File: config.mk
export PLATFORM = sky130hd
export DESIGN_NAME = rstt_front
export DESIGN_NICKNAME = d
export VERILOG_FILES = /design/src/rtl/core/resource_state_transition_tracker_top_assert.svh /design/src/rtl/core/rstt_pkg.sv /design/src/rtl/core/rstt_front.sv
export SDC_FILE = /design/constraint.sdc
export NUM_CORES = 1
export LEC_CHECK = 0
export BUFFER_PORTS_ARGS = -buffer_cell sky130_fd_sc_hd__buf_2
export CELL_PAD_IN_SITES_DETAIL_PLACEMENT = 1
export CELL_PAD_IN_SITES_GLOBAL_PLACEMENT = 2
export CORE_MARGIN = 5
export CORE_UTILIZATION = 10
export DETAILED_ROUTE_END_ITERATION = 16
export PLACE_DENSITY = 0.95
export SKIP_LAST_GASP = 1
export SLEW_MARGIN = 20
export SYNTH_ARGS = -nofsm -noshare
export SYNTH_HDL_FRONTEND = slang
export SYNTH_SLANG_ARGS = --single-unit
File: constraint.sdc
create_clock -name vclk -period 1.99
set_clock_uncertainty 0.05 [all_clocks]
set_input_delay 0.2985 -clock vclk [all_inputs]
set_output_delay 0.2985 -clock vclk [all_outputs]
set_load 0.02 [all_outputs]
File: src/rtl/core/resource_state_transition_tracker_top_assert.svh
// Assertion macros for the tracker; clk and arst_n are taken from the enclosing scope.
`ifndef RESOURCE_STATE_TRANSITION_TRACKER_TOP_ASSERT_SVH
`define RESOURCE_STATE_TRANSITION_TRACKER_TOP_ASSERT_SVH

// Same-cycle implication.
`define RSTT_ASSERT_IMP(lbl, ante, cons) \
	lbl: assert property (@(posedge clk) disable iff (!arst_n) (ante) |-> (cons)) \
		else $error("tracker assertion failed");

// Next-cycle implication.
`define RSTT_ASSERT_NXT(lbl, ante, cons) \
	lbl: assert property (@(posedge clk) disable iff (!arst_n) (ante) |=> (cons)) \
		else $error("tracker assertion failed");

`endif

File: src/rtl/core/rstt_pkg.sv
`timescale 1ns / 1ps
`default_nettype none
package rstt_pkg;

	localparam logic [3:0] STATE_MAX = 4'd11;

	// actions
	localparam logic [1:0] ACT_DECL   = 2'd0;
	localparam logic [1:0] ACT_USE    = 2'd1;
	localparam logic [1:0] ACT_CLEAR  = 2'd2;
	localparam logic [1:0] ACT_IGNORE = 2'd3;

	// item kinds after classification
	localparam logic [2:0] K_NOP   = 3'd0;
	localparam logic [2:0] K_DECL  = 3'd1;
	localparam logic [2:0] K_USE   = 3'd2;
	localparam logic [2:0] K_CLEAR = 3'd3;
	localparam logic [2:0] K_ERR   = 3'd4;

	// result status
	localparam logic [2:0] ST_NONE    = 3'd0;
	localparam logic [2:0] ST_TRANS   = 3'd1;
	localparam logic [2:0] ST_UNKNOWN = 3'd2;
	localparam logic [2:0] ST_UNDECL  = 3'd3;
	localparam logic [2:0] ST_MIXED   = 3'd4;
	localparam logic [2:0] ST_FULL    = 3'd5;

	typedef struct packed {
		logic [2:0]  kind;
		logic [2:0]  status;
		logic [5:0]  pass;
		logic [5:0]  res;
		logic [3:0]  acc;
		logic        whole;
		logic [15:0] sub;
	} item_t;

	typedef struct packed {
		logic [2:0]  status;
		logic [5:0]  pass;
		logic [5:0]  res;
		logic        whole;
		logic [15:0] sub;
		logic [3:0]  from_st;
		logic [3:0]  after;
		logic        last;
	} rec_t;

	function automatic rec_t mk_rec(input logic [2:0] status, input logic [5:0] pass,
		input logic [5:0] res, input logic whole, input logic [15:0] sub,
		input logic [3:0] from_st, input logic [3:0] after, input logic last);
		rec_t r;
		r.status  = status;
		r.pass    = pass;
		r.res     = res;
		r.whole   = whole;
		r.sub     = sub;
		r.from_st = from_st;
		r.after   = after;
		r.last    = last;
		return r;
	endfunction

endpackage
`default_nettype wire

File: src/rtl/core/rstt_front.sv
`timescale 1ns / 1ps
`default_nettype none
module rstt_front #(
	parameter int MAX_RESOURCES    = 64,
	parameter int MAX_PASSES       = 64,
	parameter int SUBRESOURCE_BITS = 16
) (
	input  wire logic          s_tvalid,
	output logic               s_tready,
	input  wire logic [39:0]   s_tdata,
	input  wire logic [1:0]    s_tuser,
	input  wire logic          q_full,
	output logic               q_push,
	output rstt_pkg::item_t    q_item
);
	import rstt_pkg::*;

	localparam int SBE = (SUBRESOURCE_BITS < 16) ? SUBRESOURCE_BITS : 16;
	localparam logic [15:0] SUB_MASK = 16'((32'h1 << SBE) - 32'h1);

	logic [5:0]  pass;
	logic [5:0]  res;
	logic [3:0]  acc;
	logic        whole;
	logic [15:0] sub;
	logic        acc_ok;
	logic        res_ok;
	logic        pass_ok;

	assign pass  = s_tdata[5:0];
	assign res   = s_tdata[11:6];
	assign acc   = s_tdata[15:12];
	assign whole = s_tdata[16];
	assign sub   = s_tdata[32:17] & SUB_MASK;

	assign acc_ok  = (acc != 4'd0) && (acc <= STATE_MAX);
	assign res_ok  = 32'(res) < MAX_RESOURCES;
	assign pass_ok = 32'(pass) < MAX_PASSES;

	assign s_tready = !q_full;
	assign q_push   = s_tvalid && !q_full;

	always_comb begin
		q_item        = '0;
		q_item.pass   = pass;
		q_item.res    = res;
		q_item.acc    = acc;
		q_item.whole  = whole;
		q_item.sub    = sub;
		q_item.kind   = K_NOP;
		q_item.status = ST_NONE;
		case (s_tuser)
			ACT_DECL: begin
				// out-of-range declares are dropped; bad states declare as unknown
				if (res_ok) q_item.kind = K_DECL;
				if (acc > STATE_MAX) q_item.acc = 4'd0;
			end
			ACT_USE: begin
				if (!acc_ok) begin
					q_item.kind   = K_ERR;
					q_item.status = ST_UNKNOWN;
				end else if (!res_ok || !pass_ok) begin
					q_item.kind   = K_ERR;
					q_item.status = ST_UNDECL;
				end else begin
					q_item.kind = K_USE;
				end
			end
			ACT_CLEAR: q_item.kind = K_CLEAR;
			default: q_item.kind = K_NOP;
		endcase
	end

endmodule
`default_nettype wire

==> flow_summary_export.csv <==
group,metric,value,unit
cts,cts_resized,0,
cts,hold_buffers,0,
logic_synthesis,synth_cell_types,12,
die,initial_utilization,10.3,%
timing,slew_violations,0,
route,viasPerCell,2.75,
critical_path,critPathRequiredTime,1640,ps
finish,diodes,0,
finish,nets,81,
pwr,ir_worst_vdd,0.0491,mV
finish,drive_above_1_share,62.9,%
global_route,grt_max_degree,7,
logic_synthesis,avgSynthCellArea,7.32,µm²
pwr,seqPwrFrac,0,%
pwr,p_leak,0.000127,µW
timing,setup_violations,0,
die,num_rows,21,
min_path,min-delay-start,"s_tdata[17]",
timing,rsz0062_at_grt,"no",
finish,n_clock_buffer,0,
logic_synthesis,synth_most_common_cell,"buf_4",
die,ios,85,
die,die_h,68.7,µm
logic_synthesis,ys_seq_area_share,0,%
logic_synthesis,synth_area,344,µm²
route,wl_per_cell,7.33,µm
die,die_area,4710,µm²
logic_synthesis,synth_top_area_share,67.6,%
critical_path,crit_start,"s_tdata[12]",
finish,fillers,424,
placed_design,dpl.hpwl,511,µm
placed_design,numPortBuffers,18,
timing,fmax,604,MHz
die,die_w,68.7,µm
critical_path,cp_max_fo,3,
timing,final_hold_viol_count,0,
pwr,p_int,21.6,µW
run,max-cap-violations,0,
global_route,grt.total_usage,2.22,%
route,vias,223,
route,drt_pass1_iterations,1,
timing,fin_tns_setup,0,ps
global_route,grt_pass1_vias,228,
cts,cts_setup_buffers,0,
route,ant_nets,0,
route,drc,0,
logic_synthesis,synthTopCellsByArea,"buf_4 68%, a21boi_0 8.7%, and2b_2 5.1%, or4_4 3.3%, o31a_2 2.9%",
min_path,min_path_cells,0,
outcome,status,"complete, no violations",
route,routed_wl,594,µm
global_route,grt_first_pass_wirelength,883,µm
timing,fin_crit,1660,ps
pwr,p_per_area,211,nW/µm²
critical_path,arrival,1310,ps
finish,finish.instance_area,263,µm²
timing,fin_crit_sh,83.2,%
finish,seq_area,0,µm²
pwr,sw_frac_of_total,61.1,%
critical_path,crit_type,"in -> out",
finish,areaGrowthSynthToFinish,-23.6,%
pwr,power.switching,33.9,µW
critical_path,critPathCaptureType,"primary output",
global_route,overflow,0,
pwr,combPwrFrac,100.0,%
critical_path,crit_path_start_kind,"input pin",
logic_synthesis,yosysTopAreaCell,"buf_4",
logic_synthesis,yosysWarningCount,0,
logic_synthesis,postSynthCellCount,47,
placed_design,dpl-instance-area,263,µm²
die,core,3340,µm²
finish,seq_cells,0,
pwr,p_clk_share,0,%
min_path,worstHoldPathType,"in -> out",
route,first_iter_violations,0,
finish,multi_input_area,108,µm²
logic_synthesis,synth_common_cells,"31 x buf_4, 4 x a21boi_0, 2 x and2b_2, 2 x inv_1",
placed_design,gp_congestion,0.604,
global_route,antenna_found_initial,0,
[metrics by stage]
| step | util, % | instances | worst slack [ps] | hold WS, ps | power [µW] |
|---|---|---|---|---|---|
| 3_5_place_dp | 7.87 | 81 | 333 | 547 | 55.8 |
| 5_1_grt | 7.87 | 81 | 280 | 547 | 60.7 |
| 3_3_place_gp | 7.87 | 81 | 335 | 547 | 55.6 |
| 4_1_cts | 7.87 | 81 | 330 | 547 | 56.1 |
| 2_1_floorplan | - | 48 | 302 | 624 | 120 |
| 6_report | 7.87 | 81 | 334 | 547 | 55.5 |
[power by group through the flow]
stage               sequential [µW]  clock, µW  combinational [µW]
floorplan                         0          0                 120
global placement                  0          0                55.6
detailed placement                0          0                55.8
CTS                               0          0                56.1
global route                      0          0                60.7
finish                            0          0                55.5
[routing by layer]
layer / part of all wire, % / wire length, µm / GRT usage (%) / up-vias
met5: 0 / 0 / 0 / -
met4: 2.7 / 16 / 1.24 / 0
met3: 23 / 139 / 1.30 / 4
met2: 36 / 215 / 3.10 / 28
met1: 37 / 222 / 2.60 / 98
li1: - / - / - / 93
[layout make-up]
class              count  share of cell area [%]
inverters              2                    2.86
multi-input cells     15                    41.0
repair buffers        18                    34.3
well taps             46                    21.9
[worst max-delay path: stages]
cell and delay, ps:
buf_2 100, or4_4 530, a31o_1 220, buf_2 150
[cells in the final DEF, fill, tap and decap left out, drive strengths merged]
cell     n
buf     18
nand2    1
or4      1
conb     2
o31a     2
nor2     1
inv      2
nor2b    1
a21boi   4
and2b    2
a31o     1
[path summary, 6_finish.rpt]
kind | endpoint
worst max-delay path | q_item[37]
worst min-delay path | q_item[0]
[kinds of logic (layout without fill, tap and decap cells)]
group           count (synthesis)  after routing  share of synthesized area [%]
compound gates                  7              7                           16.7
other cells                     1              2                           1.09
buf+inv                        33             20                           69.8
simple gates                    6              6                           12.4
No activity file was read; power rests on OpenSTA's default activity.
