### config.mk
export PLATFORM = sky130hd
export DESIGN_NAME = rstt_queue
export DESIGN_NICKNAME = d
export VERILOG_FILES = /design/src/rtl/core/resource_state_transition_tracker_top_assert.svh /design/src/rtl/core/rstt_pkg.sv /design/src/rtl/core/rstt_queue.sv
export SDC_FILE = /design/constraint.sdc
export NUM_CORES = 1
export LEC_CHECK = 0
export BUFFER_PORTS_ARGS = -buffer_cell sky130_fd_sc_hd__buf_2
export CAP_MARGIN = 20
export CORE_MARGIN = 2
export CORE_UTILIZATION = 50
export CTS_BUF_LIST = sky130_fd_sc_hd__clkbuf_4 sky130_fd_sc_hd__clkbuf_8
export CTS_CLUSTER_SIZE = 28
export DETAILED_ROUTE_END_ITERATION = 12
export PLACE_DENSITY = 0.77
export REMOVE_ABC_BUFFERS = 1
export SLEW_MARGIN = 20
export SYNTH_ARGS = -nofsm -noshare
export SYNTH_HDL_FRONTEND = slang
export SYNTH_SLANG_ARGS = --single-unit
export TNS_END_PERCENT = 50
### constraint.sdc
create_clock -name clk -period 2.95 [get_ports clk]
set_input_delay 0.59 -clock clk [delete_from_list [all_inputs] [get_ports clk]]
set_output_delay 0.59 -clock clk [all_outputs]
set_load 0.005 [all_outputs]
### src/rtl/core/resource_state_transition_tracker_top_assert.svh
// Assertion macros for the tracker; clk and arst_n are taken from the enclosing scope.
`ifndef RESOURCE_STATE_TRANSITION_TRACKER_TOP_ASSERT_SVH
`define RESOURCE_STATE_TRANSITION_TRACKER_TOP_ASSERT_SVH

// Same-cycle implication.
`define RSTT_ASSERT_IMP(lbl, ante, cons) \
	lbl: assert property (@(posedge clk) disable iff (!arst_n) (ante) |-> (cons)) \
		else $error("tracker assertion failed");

// Next-cycle implication.
`define RSTT_ASSERT_NXT(lbl, ante, cons) \
	lbl: assert property (@(posedge clk) disable iff (!arst_n) (ante) |=> (cons)) \
		else $error("tracker assertion failed");

`endif

### src/rtl/core/rstt_pkg.sv
`timescale 1ns / 1ps
`default_nettype none
package rstt_pkg;

	localparam logic [3:0] STATE_MAX = 4'd11;

	// actions
	localparam logic [1:0] ACT_DECL   = 2'd0;
	localparam logic [1:0] ACT_USE    = 2'd1;
	localparam logic [1:0] ACT_CLEAR  = 2'd2;
	localparam logic [1:0] ACT_IGNORE = 2'd3;

	// item kinds after classification
	localparam logic [2:0] K_NOP   = 3'd0;
	localparam logic [2:0] K_DECL  = 3'd1;
	localparam logic [2:0] K_USE   = 3'd2;
	localparam logic [2:0] K_CLEAR = 3'd3;
	localparam logic [2:0] K_ERR   = 3'd4;

	// result status
	localparam logic [2:0] ST_NONE    = 3'd0;
	localparam logic [2:0] ST_TRANS   = 3'd1;
	localparam logic [2:0] ST_UNKNOWN = 3'd2;
	localparam logic [2:0] ST_UNDECL  = 3'd3;
	localparam logic [2:0] ST_MIXED   = 3'd4;
	localparam logic [2:0] ST_FULL    = 3'd5;

	typedef struct packed {
		logic [2:0]  kind;
		logic [2:0]  status;
		logic [5:0]  pass;
		logic [5:0]  res;
		logic [3:0]  acc;
		logic        whole;
		logic [15:0] sub;
	} item_t;

	typedef struct packed {
		logic [2:0]  status;
		logic [5:0]  pass;
		logic [5:0]  res;
		logic        whole;
		logic [15:0] sub;
		logic [3:0]  from_st;
		logic [3:0]  after;
		logic        last;
	} rec_t;

	function automatic rec_t mk_rec(input logic [2:0] status, input logic [5:0] pass,
		input logic [5:0] res, input logic whole, input logic [15:0] sub,
		input logic [3:0] from_st, input logic [3:0] after, input logic last);
		rec_t r;
		r.status  = status;
		r.pass    = pass;
		r.res     = res;
		r.whole   = whole;
		r.sub     = sub;
		r.from_st = from_st;
		r.after   = after;
		r.last    = last;
		return r;
	endfunction

endpackage
`default_nettype wire

### src/rtl/core/rstt_queue.sv
`timescale 1ns / 1ps
`default_nettype none
module rstt_queue (
	input  wire logic            clk,
	input  wire logic            arst_n,
	input  wire logic            push,
	input  wire rstt_pkg::item_t push_item,
	output logic                 full,
	output logic                 valid,
	output rstt_pkg::item_t      item,
	input  wire logic            pop
);
	import rstt_pkg::*;

	item_t      mem_q [2];
	logic       wp_q;
	logic       rp_q;
	logic [1:0] cnt_q;

	assign full  = cnt_q == 2'd2;
	assign valid = cnt_q != 2'd0;
	assign item  = mem_q[rp_q];

	always_ff @(posedge clk) begin
		if (push) mem_q[wp_q] <= push_item;
	end

	always_ff @(posedge clk or negedge arst_n) begin
		if (!arst_n) begin
			wp_q  <= 1'b0;
			rp_q  <= 1'b0;
			cnt_q <= 2'd0;
		end else begin
			if (push) wp_q <= !wp_q;
			if (pop) rp_q <= !rp_q;
			if (push && !pop) cnt_q <= cnt_q + 2'd1;
			else if (pop && !push) cnt_q <= cnt_q - 2'd1;
		end
	end

endmodule
`default_nettype wire

==> results.toml <==
[floorplanning]
pin_count = 84
row_count = 28
die_h_um = 81.7
dieArea_um2 = 6670
core_um2 = 5890
start_util = 0.512
fp.dieW_um = 81.7

[routing]
vias = 1522
ant_nets = 0
drtIter0Drc = 107
avgRoutedWirePerCell_um = 15.9
first_pass_iters = 4
drt_wl_total_mm = 4.95
drcViolationCount = 0
via_per_inst = 4.89

[place]
dpl.hpwl_mm = 3.36
placed_cell_area_um2 = 3540
gp_congestion = 0.709
post-place-cells = 295
port_buffers = 83

[cells_and_area]
fin_util = 0.629
num-nets-final = 275
fin_area_um2 = 3700
area_delta_synth_final_pct = 22.9
diodes = 0
finalNonFillerCells = 311
drive_above_1_share = 0.606

[logic_synthesis]
synthDistinctLibCells = 12
yosysMostFrequentCell = "edfxtp_1"
synthesis.area_um2 = 3020
syn_inst = 137
synth-edff-count = 78
synth_flop_cell = "edfxtp_1"
synth_mux_area_frac = 0.146
synth-xor-area-share = 0.0145
synth-adder-area-share = 0.00415
synth.ff_latch_count = 82
async_flop_share = 0.0488
synth_compound_area_frac = 0
synth.area.top_cells = "edfxtp_1 (78%), mux2_2 (15%), dfrtp_1 (3.3%), buf_6 (1.5%), xor2_1 (1.2%)"
synth_top_family_by_area = "multiplexers"
yosys_warnings = 0
synth.avg_cell_area_um2 = 22.0
yosys.area.top_type = "edfxtp_1"
seq_area_frac_synth = 0.810
synth.top_cell.area_share = 0.777
synthTopCellsByCount = "edfxtp_1 (78), mux2_2 (39), buf_6 (4), dfrtp_1 (4), xor2_1 (4)"
yosys.area_share.simple = 0.00954

[clock_tree]
insertion_delay_ns = 0.33
htreeDepth = 3
cts_sinks = 82
tritoncts = "done"
clockBufferDepth = 2
ctsResizeCount = 0
cts-hold-fix-buffers = 0
post_cts_buffers = 0
cts_buffers = 9
path_clk_slew_ns = 0.07
cts_root_buf = "clkbuf_8"

[critical_path]
cp_slowest_cell = "dfrtp_2"
max_stage_delay_ns = 0.74
path_cells = "buf_4 -> mux2_2 -> buf_2"
worstPathRequired_ns = 2.36
critical_path_arrival_ns = 1.86
critPathKind = "register to output pin"
startpoint_type = "register"
path_max_fanout = 25
crit_path_end_kind = "output pin"

[sta]
fin_crit_sh = 0.831
hold_ws_ns = 0.0476
setup_viol = 0
timing.slew.headroom = 0.614
drv_slew = 0
hold_violations = 0
fin_skew_ns = 0.00289
fmax_mhz = 408
rsz0062_at_grt = "no"
fin_crit_ns = 2.45
finalSetupTns_ns = 0
max_slew.worst_pin.slew_ns = 0.579

[pwr]
switching_share = 0.264
ir_drop_mv = 0.432
power_frac_clock = 0.205
p_switching_mw = 0.844
seqPwrFrac = 0.527
p_int_mw = 2.35
leakagePower_nw = 1.42
powerDensity_nw_per_um2 = 862
comb_power_share = 0.268

[global_route]
grt_pass1_vias = 1482
grt.total_usage = 0.150
grt_pass1_wl_mm = 6.94
grt.overflow.total = 0
antenna_found_initial = 0
grt_max_degree = 26

[worst_hold_path]
hold_path_class = "input pin to asynchronous set/reset pin"

[run]
cap_violations = 0

[status]
outcome = "completed"
-- critical path, delay by kind of cell (launching register included) --
kind	cells	cell delay, ns
buffers and inverters	2	0.44
flip-flops	1	0.74
multiplexers	1	0.36
-- metrics by stage --
step | power, mW | setup WS, ns
after floorplan | 2.16 | 0.173
after global placement | 2.55 | 0.872
after detailed placement | 2.58 | 0.808
after CTS | 3.25 | 0.435
after global routing | 3.38 | 0.375
final | 3.19 | 0.497
-- metal layers --
| layer | vias up | share of wire | track usage |
|---|---|---|---|
| li1 | 723 | - | - |
| met1 | 734 | 0.41 | 0.181 |
| met2 | 55 | 0.51 | 0.239 |
| met3 | 10 | 0.055 | 0.0275 |
| met4 | 0 | 0.026 | 0.117 |
| met5 | - | 0 | 0 |
-- final cells by class --
| cell class | instances | area [µm²] |
|---|---|---|
| Multi-Input combinational cell | 50 | 533 |
| Timing Repair Buffer | 87 | 470 |
| Clock buffer | 11 | 139 |
| Inverter | 1 | 3.75 |
| Tap cell | 75 | 93.8 |
| Fill cell | 447 | 2180 |
| Clock inverter | 5 | 21.3 |
| Sequential cell | 82 | 2440 |
-- cell families (layout without fill, tap and decap cells) --
kind of cell / after synthesis / after routing
buffers and inverters: 5 / 104
XOR/XNOR: 5 / 5
flip-flops: 82 / 82
AND/OR/NAND/NOR: 5 / 5
adder cells (fa/ha/maj): 1 / 1
multiplexers: 39 / 39
-- path summary, 6_finish.rpt --
check / start / to / slack, ns / cells past startpoint
min: arst_n / wp_q$_DFFE_PN0P_ / 0.05 / 1
max in group asynchronous: arst_n / rp_q$_DFFE_PN0P_ / 2.77 / 1
max: rp_q$_DFFE_PN0P_ / item[24] / 0.50 / 3
max reg2reg: wp_q$_DFFE_PN0P_ / mem_q[1][5]$_DFFE_PP_ / 1.49 / 2
min reg2reg: cnt_q[1]$_DFFE_PN0P_ / cnt_q[1]$_DFFE_PN0P_ / 0.50 / 1
min in group clk: push_item[6] / mem_q[0][6]$_DFFE_PP_ / 0.44 / 1
-- flip-flops by register name, indices dropped and copies added, names as in the netlist --
| register | flops |
|---|---|
| mem_q | 78 |
| cnt_q | 2 |
| rp_q | 1 |
| wp_q | 1 |
-- placed cells by master, fill, tap and decap left out --
master and n:
dfrtp_1 3, mux2_2 39, nor2_1 1, ha_1 1, inv_1 1, and2_2 1
buf_12 2, clkinv_2 2, buf_4 2, clkbuf_4 2, edfxtp_1 78, buf_2 83
nor2b_4 1, xor2_1 4, xnor2_1 1, dfrtp_2 1, clkbuf_8 9, clkinv_1 3
nor2b_1 1, or2_2 1
-- power groups by stage --
stage          registers, mW  clock network (mW)  logic [mW]
4_1_cts                 1.69               0.683       0.872
3_3_place_gp            1.70                   0       0.854
2_1_floorplan           1.70                   0       0.459
6_report                1.68               0.654       0.856
5_1_grt                 1.71               0.732       0.938
3_5_place_dp            1.71                   0       0.869
(Power assumes the default switching activity.)
